[src/rtl/core/coq_pkg.sv]
// shared types, codes and field positions for the commit order ticket queue
package coq_pkg;

    localparam int WORKER_W        = 4;
    localparam int TICKET_W        = 64;
    localparam int NUM_WORKERS_DEF = 16;

    // stream payload widths, padded to whole bytes
    localparam int S_DATA_W = 8;
    localparam int M_DATA_W = 136;

    // output tdata field positions, lowest bit of each field
    localparam int OUT_FOUND      = 0;
    localparam int OUT_WORKER_LO  = 1;
    localparam int OUT_TICKET_LO  = 5;
    localparam int OUT_RELEASE_LO = 69;
    localparam int OUT_EMPTY      = 133;
    localparam int OUT_STATUS_LO  = 134;

    typedef enum logic [1:0] {
        OP_PUSH   = 2'd0,
        OP_POP    = 2'd1,
        OP_REMOVE = 2'd2,
        OP_PEEK   = 2'd3
    } op_t;

    typedef enum logic [1:0] {
        STATUS_OK     = 2'd0,
        STATUS_ABSENT = 2'd1,
        STATUS_DUP    = 2'd2
    } status_t;

    // contents of one queue slot
    typedef struct packed {
        logic                valid;
        logic [WORKER_W-1:0] worker;
        logic [TICKET_W-1:0] ticket;
        logic [TICKET_W-1:0] follow;
    } entry_t;

    // broadcast to every slot of the row
    typedef struct packed {
        logic                push;
        logic                pop;
        logic                remove;
        logic [WORKER_W-1:0] worker;
        logic [TICKET_W-1:0] ticket;
        logic [TICKET_W-1:0] follow;
    } cell_ctrl_t;

endpackage

[src/rtl/core/coq_cell.sv]
// one slot of the commit order row: holds a worker with its tickets
module coq_cell
(
    input  logic               clk,
    input  logic               rst_n,
    input  coq_pkg::cell_ctrl_t ctrl,
    input  logic               left_valid,
    input  logic               drop_in,
    input  coq_pkg::entry_t    right,
    input  logic               right_match,
    output coq_pkg::entry_t    entry,
    output logic               match,
    output logic               drop_out
);
    import coq_pkg::*;

    logic                valid_reg;
    logic                valid_next;
    logic [WORKER_W-1:0] worker_reg;
    logic [WORKER_W-1:0] worker_next;
    logic [TICKET_W-1:0] ticket_reg;
    logic [TICKET_W-1:0] ticket_next;
    logic [TICKET_W-1:0] follow_reg;
    logic [TICKET_W-1:0] follow_next;

    assign match    = valid_reg && (worker_reg == ctrl.worker);
    // set from the matching slot rightward: these slots close the gap
    assign drop_out = drop_in | match;

    always_comb
    begin
        valid_next  = valid_reg;
        worker_next = worker_reg;
        ticket_next = ticket_reg;
        follow_next = follow_reg;
        if (ctrl.pop || (ctrl.remove && drop_out))
        begin
            valid_next  = right.valid;
            worker_next = right.worker;
            ticket_next = right.ticket;
            follow_next = right.follow;
        end
        else if (ctrl.remove && right_match)
        begin
            // predecessor inherits the removed worker's follow-on ticket
            follow_next = right.follow;
        end
        else if (ctrl.push && left_valid && !valid_reg)
        begin
            valid_next  = 1'b1;
            worker_next = ctrl.worker;
            ticket_next = ctrl.ticket;
            follow_next = ctrl.follow;
        end
    end

    always_ff @(posedge clk or negedge rst_n)
    begin
        if (!rst_n)
        begin
            valid_reg <= 1'b0;
        end
        else
        begin
            valid_reg <= valid_next;
        end
    end

    always_ff @(posedge clk)
    begin
        worker_reg <= worker_next;
        ticket_reg <= ticket_next;
        follow_reg <= follow_next;
    end

    assign entry = '{valid: valid_reg, worker: worker_reg, ticket: ticket_reg,
                     follow: follow_reg};

endmodule

[src/rtl/core/commit_order_ticket_queue.sv]
// top level of the commit order ticket queue: request control and the slot row
//
//   channel   | direction | handshake            | payload
//   ----------+-----------+----------------------+------------------------------------
//   s_        | in        | s_tvalid / s_tready  | op, worker
//   m_        | out       | m_tvalid / m_tready  | found, worker_out, ticket,
//             |           |                      | release_ticket, queue_empty, status
//
// each request is latched while s_tready is high, in the idle state; in the execute state
// the worker number is matched against all slots and the row and the output register are
// updated, and the result is registered.
// a stalled output register holds the execute state until it empties.
// reset empties every slot and sets the next ticket to 2; no clearing pass.
module commit_order_ticket_queue
#(
    parameter int NUM_WORKERS = coq_pkg::NUM_WORKERS_DEF
)
(
    input  logic                          clk,
    input  logic                          rst_n,
    input  logic                          s_tvalid,
    output logic                          s_tready,
    input  logic [coq_pkg::S_DATA_W-1:0]  s_tdata,  // op[1:0], worker[5:2], zero[7:6]
    output logic                          m_tvalid,
    input  logic                          m_tready,
    output logic [coq_pkg::M_DATA_W-1:0]  m_tdata   // found[0], worker_out[4:1],
                                                    // ticket[68:5], release_ticket[132:69],
                                                    // queue_empty[133], status[135:134]
);
    import coq_pkg::*;

    localparam int CNT_W = $clog2(NUM_WORKERS + 1);

    typedef enum logic [1:0] {
        ST_IDLE = 2'b01,
        ST_EXEC = 2'b10
    } state_t;

    state_t              state_reg;
    state_t              state_next;
    op_t                 op_reg;
    logic [WORKER_W-1:0] worker_reg;
    logic [TICKET_W-1:0] next_ticket_reg;
    logic [TICKET_W-1:0] next_ticket_next;
    logic [CNT_W-1:0]    count_reg;
    logic [CNT_W-1:0]    count_next;
    logic                m_tvalid_reg;
    logic                m_tvalid_next;
    logic [M_DATA_W-1:0] m_tdata_reg;

    logic                s_accept;
    logic                commit;
    logic [TICKET_W-1:0] ticket_inc;
    logic [TICKET_W-1:0] follow_new;
    logic                in_range;
    logic                any_match;
    logic                full;
    logic                empty;
    logic                push_ok;
    logic                pop_ok;
    logic                rem_ok;
    logic                found_c;
    logic [WORKER_W-1:0] wout_c;
    logic [TICKET_W-1:0] tick_c;
    logic [TICKET_W-1:0] rel_c;
    status_t             status_c;
    logic [CNT_W-1:0]    count_after;
    logic [M_DATA_W-1:0] m_tdata_next;

    cell_ctrl_t            cell_ctrl;
    entry_t                entries [NUM_WORKERS+1];
    logic [NUM_WORKERS:0]  match_vec;
    logic [NUM_WORKERS:0]  drop;
    logic [NUM_WORKERS-1:0] left_valid;

    assign s_tready = (state_reg == ST_IDLE);
    assign s_accept = s_tvalid && s_tready;
    assign commit   = (state_reg == ST_EXEC) && (!m_tvalid_reg || m_tready);

    // follow-on ticket, which is also the next ticket handed out
    assign ticket_inc = next_ticket_reg + TICKET_W'(1);
    assign follow_new = (ticket_inc <= TICKET_W'(1)) ? TICKET_W'(2) : ticket_inc;

    assign in_range  = ({5'd0, worker_reg} < 9'(NUM_WORKERS));
    assign any_match = |match_vec[NUM_WORKERS-1:0];
    assign full      = (count_reg == CNT_W'(NUM_WORKERS));
    assign empty     = (count_reg == '0);

    // slot row
    assign entries[NUM_WORKERS]   = '0;
    assign match_vec[NUM_WORKERS] = 1'b0;
    assign drop[0]                = 1'b0;

    assign cell_ctrl.push   = commit && push_ok;
    assign cell_ctrl.pop    = commit && pop_ok;
    assign cell_ctrl.remove = commit && rem_ok;
    assign cell_ctrl.worker = worker_reg;
    assign cell_ctrl.ticket = next_ticket_reg;
    assign cell_ctrl.follow = follow_new;

    for (genvar i = 0; i < NUM_WORKERS; i++)
    begin : g_cell
        if (i == 0)
        begin : g_head
            assign left_valid[i] = 1'b1;
        end
        else
        begin : g_body
            assign left_valid[i] = entries[i-1].valid;
        end

        coq_cell u_cell
        (
            .clk         (clk),
            .rst_n       (rst_n),
            .ctrl        (cell_ctrl),
            .left_valid  (left_valid[i]),
            .drop_in     (drop[i]),
            .right       (entries[i+1]),
            .right_match (match_vec[i+1]),
            .entry       (entries[i]),
            .match       (match_vec[i]),
            .drop_out    (drop[i+1])
        );
    end

    // result of the latched request
    always_comb
    begin
        push_ok  = 1'b0;
        pop_ok   = 1'b0;
        rem_ok   = 1'b0;
        found_c  = 1'b0;
        wout_c   = '0;
        tick_c   = '0;
        rel_c    = '0;
        status_c = STATUS_OK;
        case (op_reg)
            OP_PUSH:
            begin
                if (!in_range)
                begin
                    status_c = STATUS_ABSENT;
                end
                else if (any_match || full)
                begin
                    status_c = STATUS_DUP;
                end
                else
                begin
                    push_ok = 1'b1;
                    found_c = 1'b1;
                    wout_c  = worker_reg;
                    tick_c  = next_ticket_reg;
                end
            end
            OP_POP:
            begin
                if (empty)
                begin
                    status_c = STATUS_ABSENT;
                end
                else
                begin
                    pop_ok  = 1'b1;
                    found_c = 1'b1;
                    wout_c  = entries[0].worker;
                    rel_c   = entries[0].follow;
                end
            end
            OP_REMOVE:
            begin
                if (!any_match)
                begin
                    status_c = STATUS_ABSENT;
                end
                else
                begin
                    rem_ok  = 1'b1;
                    found_c = 1'b1;
                    wout_c  = worker_reg;
                    // removing the head releases like a pop
                    rel_c   = match_vec[0] ? entries[0].follow : '0;
                end
            end
            OP_PEEK:
            begin
                if (empty)
                begin
                    status_c = STATUS_ABSENT;
                end
                else
                begin
                    found_c = 1'b1;
                    wout_c  = entries[0].worker;
                    tick_c  = entries[0].ticket;
                end
            end
            default:
            begin
                status_c = STATUS_OK;
            end
        endcase
    end

    always_comb
    begin
        count_after = count_reg;
        if (push_ok)
        begin
            count_after = count_reg + CNT_W'(1);
        end
        else if (pop_ok || rem_ok)
        begin
            count_after = count_reg - CNT_W'(1);
        end
    end

    assign m_tdata_next = {status_c, (count_after == '0), rel_c, tick_c, wout_c, found_c};

    always_comb
    begin
        state_next       = state_reg;
        m_tvalid_next    = m_tvalid_reg;
        count_next       = count_reg;
        next_ticket_next = next_ticket_reg;
        if (m_tvalid_reg && m_tready)
        begin
            m_tvalid_next = 1'b0;
        end
        case (state_reg)
            ST_IDLE:
            begin
                if (s_accept)
                begin
                    state_next = ST_EXEC;
                end
            end
            ST_EXEC:
            begin
                if (commit)
                begin
                    state_next    = ST_IDLE;
                    m_tvalid_next = 1'b1;
                    count_next    = count_after;
                    if (push_ok)
                    begin
                        next_ticket_next = follow_new;
                    end
                end
            end
            default:
            begin
                state_next = ST_IDLE;
            end
        endcase
    end

    always_ff @(posedge clk or negedge rst_n)
    begin
        if (!rst_n)
        begin
            state_reg       <= ST_IDLE;
            m_tvalid_reg    <= 1'b0;
            count_reg       <= '0;
            next_ticket_reg <= TICKET_W'(2);
        end
        else
        begin
            state_reg       <= state_next;
            m_tvalid_reg    <= m_tvalid_next;
            count_reg       <= count_next;
            next_ticket_reg <= next_ticket_next;
        end
    end

    always_ff @(posedge clk)
    begin
        if (s_accept)
        begin
            op_reg     <= op_t'(s_tdata[1:0]);
            worker_reg <= s_tdata[2 +: WORKER_W];
        end
        if (commit)
        begin
            m_tdata_reg <= m_tdata_next;
        end
    end

    assign m_tvalid = m_tvalid_reg;
    assign m_tdata  = m_tdata_reg;

endmodule

[config.mk]
export PLATFORM = sky130hd
export DESIGN_NAME = commit_order_ticket_queue
export DESIGN_NICKNAME = d
export VERILOG_FILES = /design/src/rtl/core/coq_pkg.sv /design/src/rtl/core/coq_cell.sv /design/src/rtl/core/commit_order_ticket_queue.sv
export SDC_FILE = /design/constraint.sdc
export NUM_CORES = 2
export LEC_CHECK = 0
export BUFFER_PORTS_ARGS = -buffer_cell sky130_fd_sc_hd__buf_2
export CAP_MARGIN = 20
export CORE_MARGIN = 4
export CORE_UTILIZATION = 40
export DETAILED_ROUTE_END_ITERATION = 16
export MAX_ROUTING_LAYER = met4
export PLACE_DENSITY_LB_ADDON = 0.08
export SLEW_MARGIN = 25
export SYNTH_ARGS = -nofsm -noshare
export SYNTH_HDL_FRONTEND = slang
export SYNTH_SLANG_ARGS = --single-unit
[constraint.sdc]
create_clock -name clk -period 30.1 [get_ports clk]
set_input_delay 3.01 -clock clk [delete_from_list [all_inputs] [get_ports clk]]
set_output_delay 3.01 -clock clk [all_outputs]
set_load 0.1 [all_outputs]
# Word level (Yosys, flattened, before mapping)
# Index checks and enable logic that the tools add are counted.
dict set report word_totals {
  regBits 2342
  input_bits 12
  elab_cells 516
}
dict set report op_classes {
  addsub 3
  magnitude_cmp 1
  n_eq_ne 39
  n_mux 213
  bitwise 15
  reduce_logical 174
}
# cell count
set op_table {}
lappend op_table {{64-bit two-way mux} 96}
lappend op_table {{64-bit one-hot mux with 2 select lines} 2}
lappend op_table {{4-bit two-way mux} 48}
lappend op_table {{1-bit logical AND} 84}
lappend op_table {{64-bit by 1-bit adder with 64-bit output (second input constant)} 1}
lappend op_table {{4-bit == test} 16}
lappend op_table {{64-bit by 1-bit <= comparator with 1-bit output (second input constant)} 1}
lappend op_table {{1-bit two-way mux} 58}
lappend op_table {{3-bit nonzero test} 15}
lappend op_table {{2-bit AND reduction} 17}
lappend op_table {{2-bit by 1-bit != test with 1-bit output (second input constant)} 16}
lappend op_table {{2-bit nonzero test} 16}
lappend op_table {{1-bit logical OR} 19}
lappend op_table {{1-bit logical NOT} 17}
lappend op_table {{16-bit OR reduction} 1}
lappend op_table {{1-bit bitwise OR} 15}
lappend op_table {{4-bit one-hot mux with 3 select lines} 1}
lappend op_table {{5-bit logical NOT} 2}
lappend op_table {{5-bit two-way mux} 2}
lappend op_table {{2-bit == test (second input constant)} 3}
lappend op_table {{2-bit two-way mux} 3}
lappend op_table {{2-bit one-hot mux with 3 select lines} 1}
lappend op_table {{5-bit by 1-bit adder with 5-bit output (second input constant)} 1}
lappend op_table {{5-bit == test (second input constant)} 1}
lappend op_table {{other kinds (8)} 9}

# Depth between registers and ports, before layout
dict set report depth {
  word_depth 20
  ltp_mapped 16
  depth_no_buf 12
}

# By module
# Synthesis repeated with hierarchy kept, for this count alone.
dict set report hier_totals {
  cells_unflattened 5948
  area_unflattened_um2 105862.8
}
# module n_inst cells_each area_each_um2
set by_module_without_submodules {}
lappend by_module_without_submodules {coq_cell 16 305 5910.7}
lappend by_module_without_submodules {commit_order_ticket_queue 1 1068 11292.1}

# Worst setup path after synthesis
# No wires, ideal clock.
dict set report synth_timing {
  path_kind {input -> register}
  start {input port m_tready}
  end {register g_cell[11].u_cell.ticket_reg[0] (enable)}
  setup_ps 588
  t_arrival_ps 11625
  required_ps 29512
  setup_slack_ps 17887
  path_stages 12
  path_buffers 5
  cell_sequence {nand2b_1 nand2b_1 clkbuf_1 inv_1 clkbuf_1 o221ai_1 o21ai_1 clkbuf_1 nor2_1 buf_2 buf_1 o21ai_0}
}
dict set report synth_via {
  elab_chain_len 7
  word_cells_on_any_way 13
  cone_classes {eq/ne (1); reduce/logical (12)}
}
# element line
set synth_rtl {}
lappend synth_rtl {{start: declaration} commit_order_ticket_queue.sv:25} ;# input logic m_tready,
lappend synth_rtl {{1-bit logical OR (*)} commit_order_ticket_queue.sv:78} ;# assign commit = (state_reg == ST_EXEC) && (!m_tvalid_reg || m_tready);
lappend synth_rtl {{1-bit logical AND (*)} commit_order_ticket_queue.sv:78}
lappend synth_rtl {{via commit} commit_order_ticket_queue.sv:52} ;# logic commit;
lappend synth_rtl {{1-bit logical AND (on tied branches)} {commit_order_ticket_queue.sv:96, commit_order_ticket_queue.sv:94}}
lappend synth_rtl {{1-bit logical AND (on tied branches)} {coq_cell.sv:36, coq_cell.sv:48}}
lappend synth_rtl {{1-bit logical OR or 1-bit logical AND (tied branches)} {coq_cell.sv:36, coq_cell.sv:48}}
lappend synth_rtl {{2-bit by 1-bit != test with 1-bit output (no source line) or 2-bit nonzero test (tied branches)} --}
lappend synth_rtl {{2-bit AND reduction (no source line) (*)} --}
lappend synth_rtl {{end signal: assignment} coq_cell.sv:72} ;# ticket_reg <= ticket_next;
lappend synth_rtl {{end: declaration} coq_cell.sv:21} ;# logic [TICKET_W-1:0] ticket_reg;
# Mark *: on every way through the listed nets, which the timed path passes. The rest lies on a longest branch.
# A chain may end at the register's enable or synchronous reset.

# Final worst setup path
dict set report layout_timing {
  start {input port m_tready}
  end {register g_cell[13].u_cell.follow_reg[44] (data pin)}
}
dict set report layout_via {
  elab_chain_len 6
  word_cells_on_any_way 9
  cone_classes {mux (2); reduce/logical (7)}
}
# element line
set layout_rtl {}
lappend layout_rtl {{1-bit logical OR (*)} commit_order_ticket_queue.sv:78}
lappend layout_rtl {{1-bit logical AND (*)} commit_order_ticket_queue.sv:78}
lappend layout_rtl {{1-bit logical AND} commit_order_ticket_queue.sv:96} ;# assign cell_ctrl.remove = commit && rem_ok;
lappend layout_rtl {{1-bit logical AND (on tied branches)} {coq_cell.sv:43, coq_cell.sv:36}}
lappend layout_rtl {{64-bit two-way mux or 1-bit logical OR (tied branches)} {coq_cell.sv:43, coq_cell.sv:36}}
lappend layout_rtl {{64-bit two-way mux (*)} coq_cell.sv:36} ;# if (ctrl.pop || (ctrl.remove && drop_out))
lappend layout_rtl {{via g_cell[13].u_cell.follow_next[44]} coq_cell.sv:24} ;# logic [TICKET_W-1:0] follow_next;
lappend layout_rtl {{end signal: assignment} coq_cell.sv:73} ;# follow_reg <= follow_next;
lappend layout_rtl {{end: declaration} coq_cell.sv:23} ;# logic [TICKET_W-1:0] follow_reg;
# Marks and branches as above.

==> results summary <==
The worst setup path is of the input port to flip-flop kind. In the routed layout, each cell is associated on average with a via count of 5.23. The most used flip-flop cell after synthesis is edfxtp_1.

The post-route antenna net violation count came out at 0. In this run, post-CTS hold repair placed 0 buffers. Wires add up to 232 mm. The largest fanout on the critical path is 119.

The share of the clock period used by the worst path after layout is 26.7%. The weighted congestion at the end of routability-driven global placement came out at 0.806. The core region is 246000 µm². For the pin with the worst max-slew slack, the measured transition is 1.09 ns. The iteration-0 DRC count of the detailed router came out at 3477. Yosys mapped a number of flops with a built-in enable equal to 2122. The count of endpoints failing hold in the final timing report is 0. Yosys mapped the design onto 74 distinct sky130hd cell types. Once the clock tree was built, the setup fixing pass inserted 0 buffers. The count of input and output buffers is 147.

The filler-free cell count of the finished design came out at 10700. The number of global-route vias before repair is 55200. The clock latency of the later-clocked register in the worst-skew pair is 0.90 ns. The row count came out at 182. The wire length of the first global-routing pass is 356 mm. The clock tree buffer depth is 4. The path class of the tightest hold or removal check is flip-flop to flip-flop. The minimum period implied by the final worst setup slack is 8.03 ns.

The maximum clock frequency is 125 MHz. The endpoint class of the critical path is a flip-flop. The net count after synthesis came out at 7398. The number of antenna violations at the first check in global routing was 2.

The layout filler cell count came out at 21800. The peak supply drop came out at 0.0000451 V. The number of cells on the worst hold path is 2. TritonCTS built the clock tree. The via count of the routed design came out at 56200. The tool flagged a number of max-cap violations equal to 0. The signal on the critical path passes through buf_2 > nand2b_1 > nand2b_1 > inv_8 > o221ai_4 > buf_4 > o21ai_4 > buf_4 > a21oi_4 > buf_12 > a21boi_4 > buf_4 > buf_4 > a21oi_1.

The most numerous cell type found on the critical path is buf_4. In this run the static leakage power is 39.4 nW. The post-detailed-route wirelength per cell came out at 21.6 µm. The post-place instance area is 103000 µm². After detailed routing, the number of remaining DRC violations is 0. The cell area after layout is 111000 µm².

The detailed-routing iteration count for the pre-antenna-repair pass came out at 5. The number of H-tree branching levels came out at 5. The synthesized cell area is 98700 µm². The die width came out at 505 µm. Power spread over the standard cell area amounts to 65.6 nW/µm². The average size of a mapped cell came out at 13.4 µm². The worst max-slew margin expressed relative to the limit is 27.3%.

The global-route total usage across every layer is 18.5%. The relative area change from synthesis to final layout came out at 12.8%. Clock-pin slew was measured on the worst setup and hold paths at 0.06 ns. The number of top-level design ports came out at 150. The number of clock buffers inserted by TritonCTS is 280.

The worst setup path is launched from an input port. The largest net degree at the start of global routing is 190. The run finished with clean final reports. The gate count of the mapped netlist came out at 7377.

For this run, the share of the core covered by cells in the final layout is 45.3%. The count of yosys warnings during synthesis came out at 0. The initial cell density of the core is 40.2%. Setup violations remaining at the end of the flow were counted as 0. The synthesized flop and latch total is 2342.

The root buffer cell chosen for the clock tree is clkbuf_16. The floorplan die area is 255000 µm². Counting cells, the worst reg-to-reg path comes to 16. The final-stage net count came out at 7333. The clock skew came out at 0.0431 ns. Counting every sink on the clock net gives 2342. The placed wire-length estimate after detailed placement is 138 mm. The arrival time at the worst endpoint is 8.60 ns. The delay of the slowest critical-path stage is 0.82 ns. The number of pins with negative max-slew slack in the final report came out at 0. The async set-reset flop share out of synthesis is 3.76%. Sequential elements use 69.5% of the synthesized area. The setup TNS after final layout came out at 0 ns. STA puts the critical path data required time at 30.67 ns.

From bottom edge to top edge, the die measures 505 µm. The design draws 0.00729 W. The total of cells resized after clock tree synthesis is 0.

Including well taps, the total number of placed cells is 10300. Setup repair after global routing left no endpoint under its margin. The cell with the largest stage delay on the worst path is a21boi_4. The fraction of layout instances using a drive strength above 1 is 22.7%. The final global-route overflow total came out at 0.
[metal layers]
| layer | track usage [%] | vias to the layer above | part of all wire (%) |
|---|---|---|---|
| met3 | 2.67 | 302 | 3.7 |
| met1 | 24.9 | 28100 | 47 |
| met2 | 29.6 | 990 | 47 |
| li1 | - | 26700 | - |
| met4 | 4.73 | 0 | 2.2 |
| met5 | - | - | 0 |
[logic make-up after synthesis]
| family | Yosys count | synth area share [%] |
|---|---|---|
| DFF | 2342 | 69.5 |
| and+or+nand+nor | 1915 | 8.14 |
| AOI/OAI and AO/OA | 1333 | 7.28 |
| muxes | 933 | 10.6 |
| buffers and inverters | 676 | 2.81 |
| xor gates and xnor gates | 169 | 1.50 |
| adders and majority gates | 9 | 0.114 |
[cells in the mapped netlist, drive strengths merged, types with 14 or more instances]
| library cell | instances | area share, % |
|---|---|---|
| nor3 | 32 | 0.17 |
| xor2 | 88 | 0.78 |
| and4 | 14 | 0.12 |
| a211oi | 65 | 0.50 |
| and2 | 80 | 0.51 |
| xnor2 | 81 | 0.72 |
| nand4 | 41 | 0.27 |
| nand3 | 40 | 0.22 |
| nor4 | 41 | 0.29 |
| a22oi | 64 | 0.49 |
| a21oi | 717 | 3.6 |
| nand2 | 801 | 3.1 |
| edfxtp | 2122 | 65 |
| buf | 170 | 0.88 |
| dfxtp | 132 | 2.7 |
| inv | 17 | 0.065 |
| dfrtp | 86 | 2.2 |
| nor2 | 810 | 3.1 |
| clkbuf | 489 | 1.9 |
| mux2 | 933 | 11 |
| o21ai | 425 | 2.2 |
[placed cells by master, fill, tap and decap left out, types with 7 or more instances in the layout]
cell          n
nand2_1     797
dfxtp_1     132
and2_1       79
bufinv_16     8
dfrtp_2       9
edfxtp_1   2122
nand4_1      40
nand3_1      38
buf_4       156
clkbuf_1     82
a211oi_1     64
nor3_1       30
and4_1       14
o21bai_4      9
or3_1         7
and3_1       12
diode_2       7
clkinv_1     43
o21ai_4      22
clkbuf_8     15
a21oi_1     713
xnor2_1      65
clkinv_2     34
dfrtp_1      77
o21ai_1       7
buf_2       146
mux2_2      933
clkbuf_16   289
nor4_1       37
ha_1          8
nor2_1      804
or4_1        11
inv_1        16
xor2_1       87
xnor2_2      11
o21ai_0     396
a22oi_1      64
a31oi_1       8
[final cells by class]
| cell class | count | area [µm²] | share of cell area, % |
|---|---|---|---|
| inverters | 17 | 71.3 | 0.0641 |
| clock buffers | 386 | 7750 | 6.96 |
| repair buffers | 312 | 2100 | 1.89 |
| well taps | 3220 | 4030 | 3.62 |
| flip-flops and latches | 2342 | 68600 | 61.6 |
| multi-input cells | 4359 | 28100 | 25.2 |
| diodes | 7 | 17.5 | 0.0157 |
| clock inverters | 94 | 647 | 0.581 |
[worst max-delay path, delay by kind of cell]
family	cells	cell delay, ns
buffers and inverters	7	3.23
AOI/OAI and AO/OA	5	1.44
and+or+nand+nor	2	0.74
[power by group]
group | internal [W] | total (W) | switching, W
Combinational | 0.000134 | 0.000421 | 0.000286
Clock | 0.00186 | 0.00313 | 0.00127
Sequential | 0.00367 | 0.00374 | 0.0000721
[per-stage QoR]
step	hold slack, ns	setup slack [ns]
finish	0.451	22.07
global route	0.474	21.60
CTS	0.453	21.95
detailed placement	0.445	20.98
global placement	0.439	21.06
floorplan	0.434	17.89
[path summary, 6_finish.rpt]
path / start / endpoint / slack, ns
setup / recovery: m_tready / g_cell[13].u_cell.follow_reg[44] / 22.07
hold / removal: g_cell[15].u_cell.ticket_reg[42] / g_cell[15].u_cell.ticket_reg[42] / 0.45
setup reg to reg: count_reg[0] / g_cell[13].u_cell.follow_reg[44] / 23.35
hold reg to reg: g_cell[15].u_cell.ticket_reg[42] / g_cell[15].u_cell.ticket_reg[42] / 0.45
max in group asynchronous: rst_n / next_ticket_reg[32] / 26.71
min in group asynchronous: rst_n / state_reg[1] / 2.13
Power figures use the tool's default switching activity.
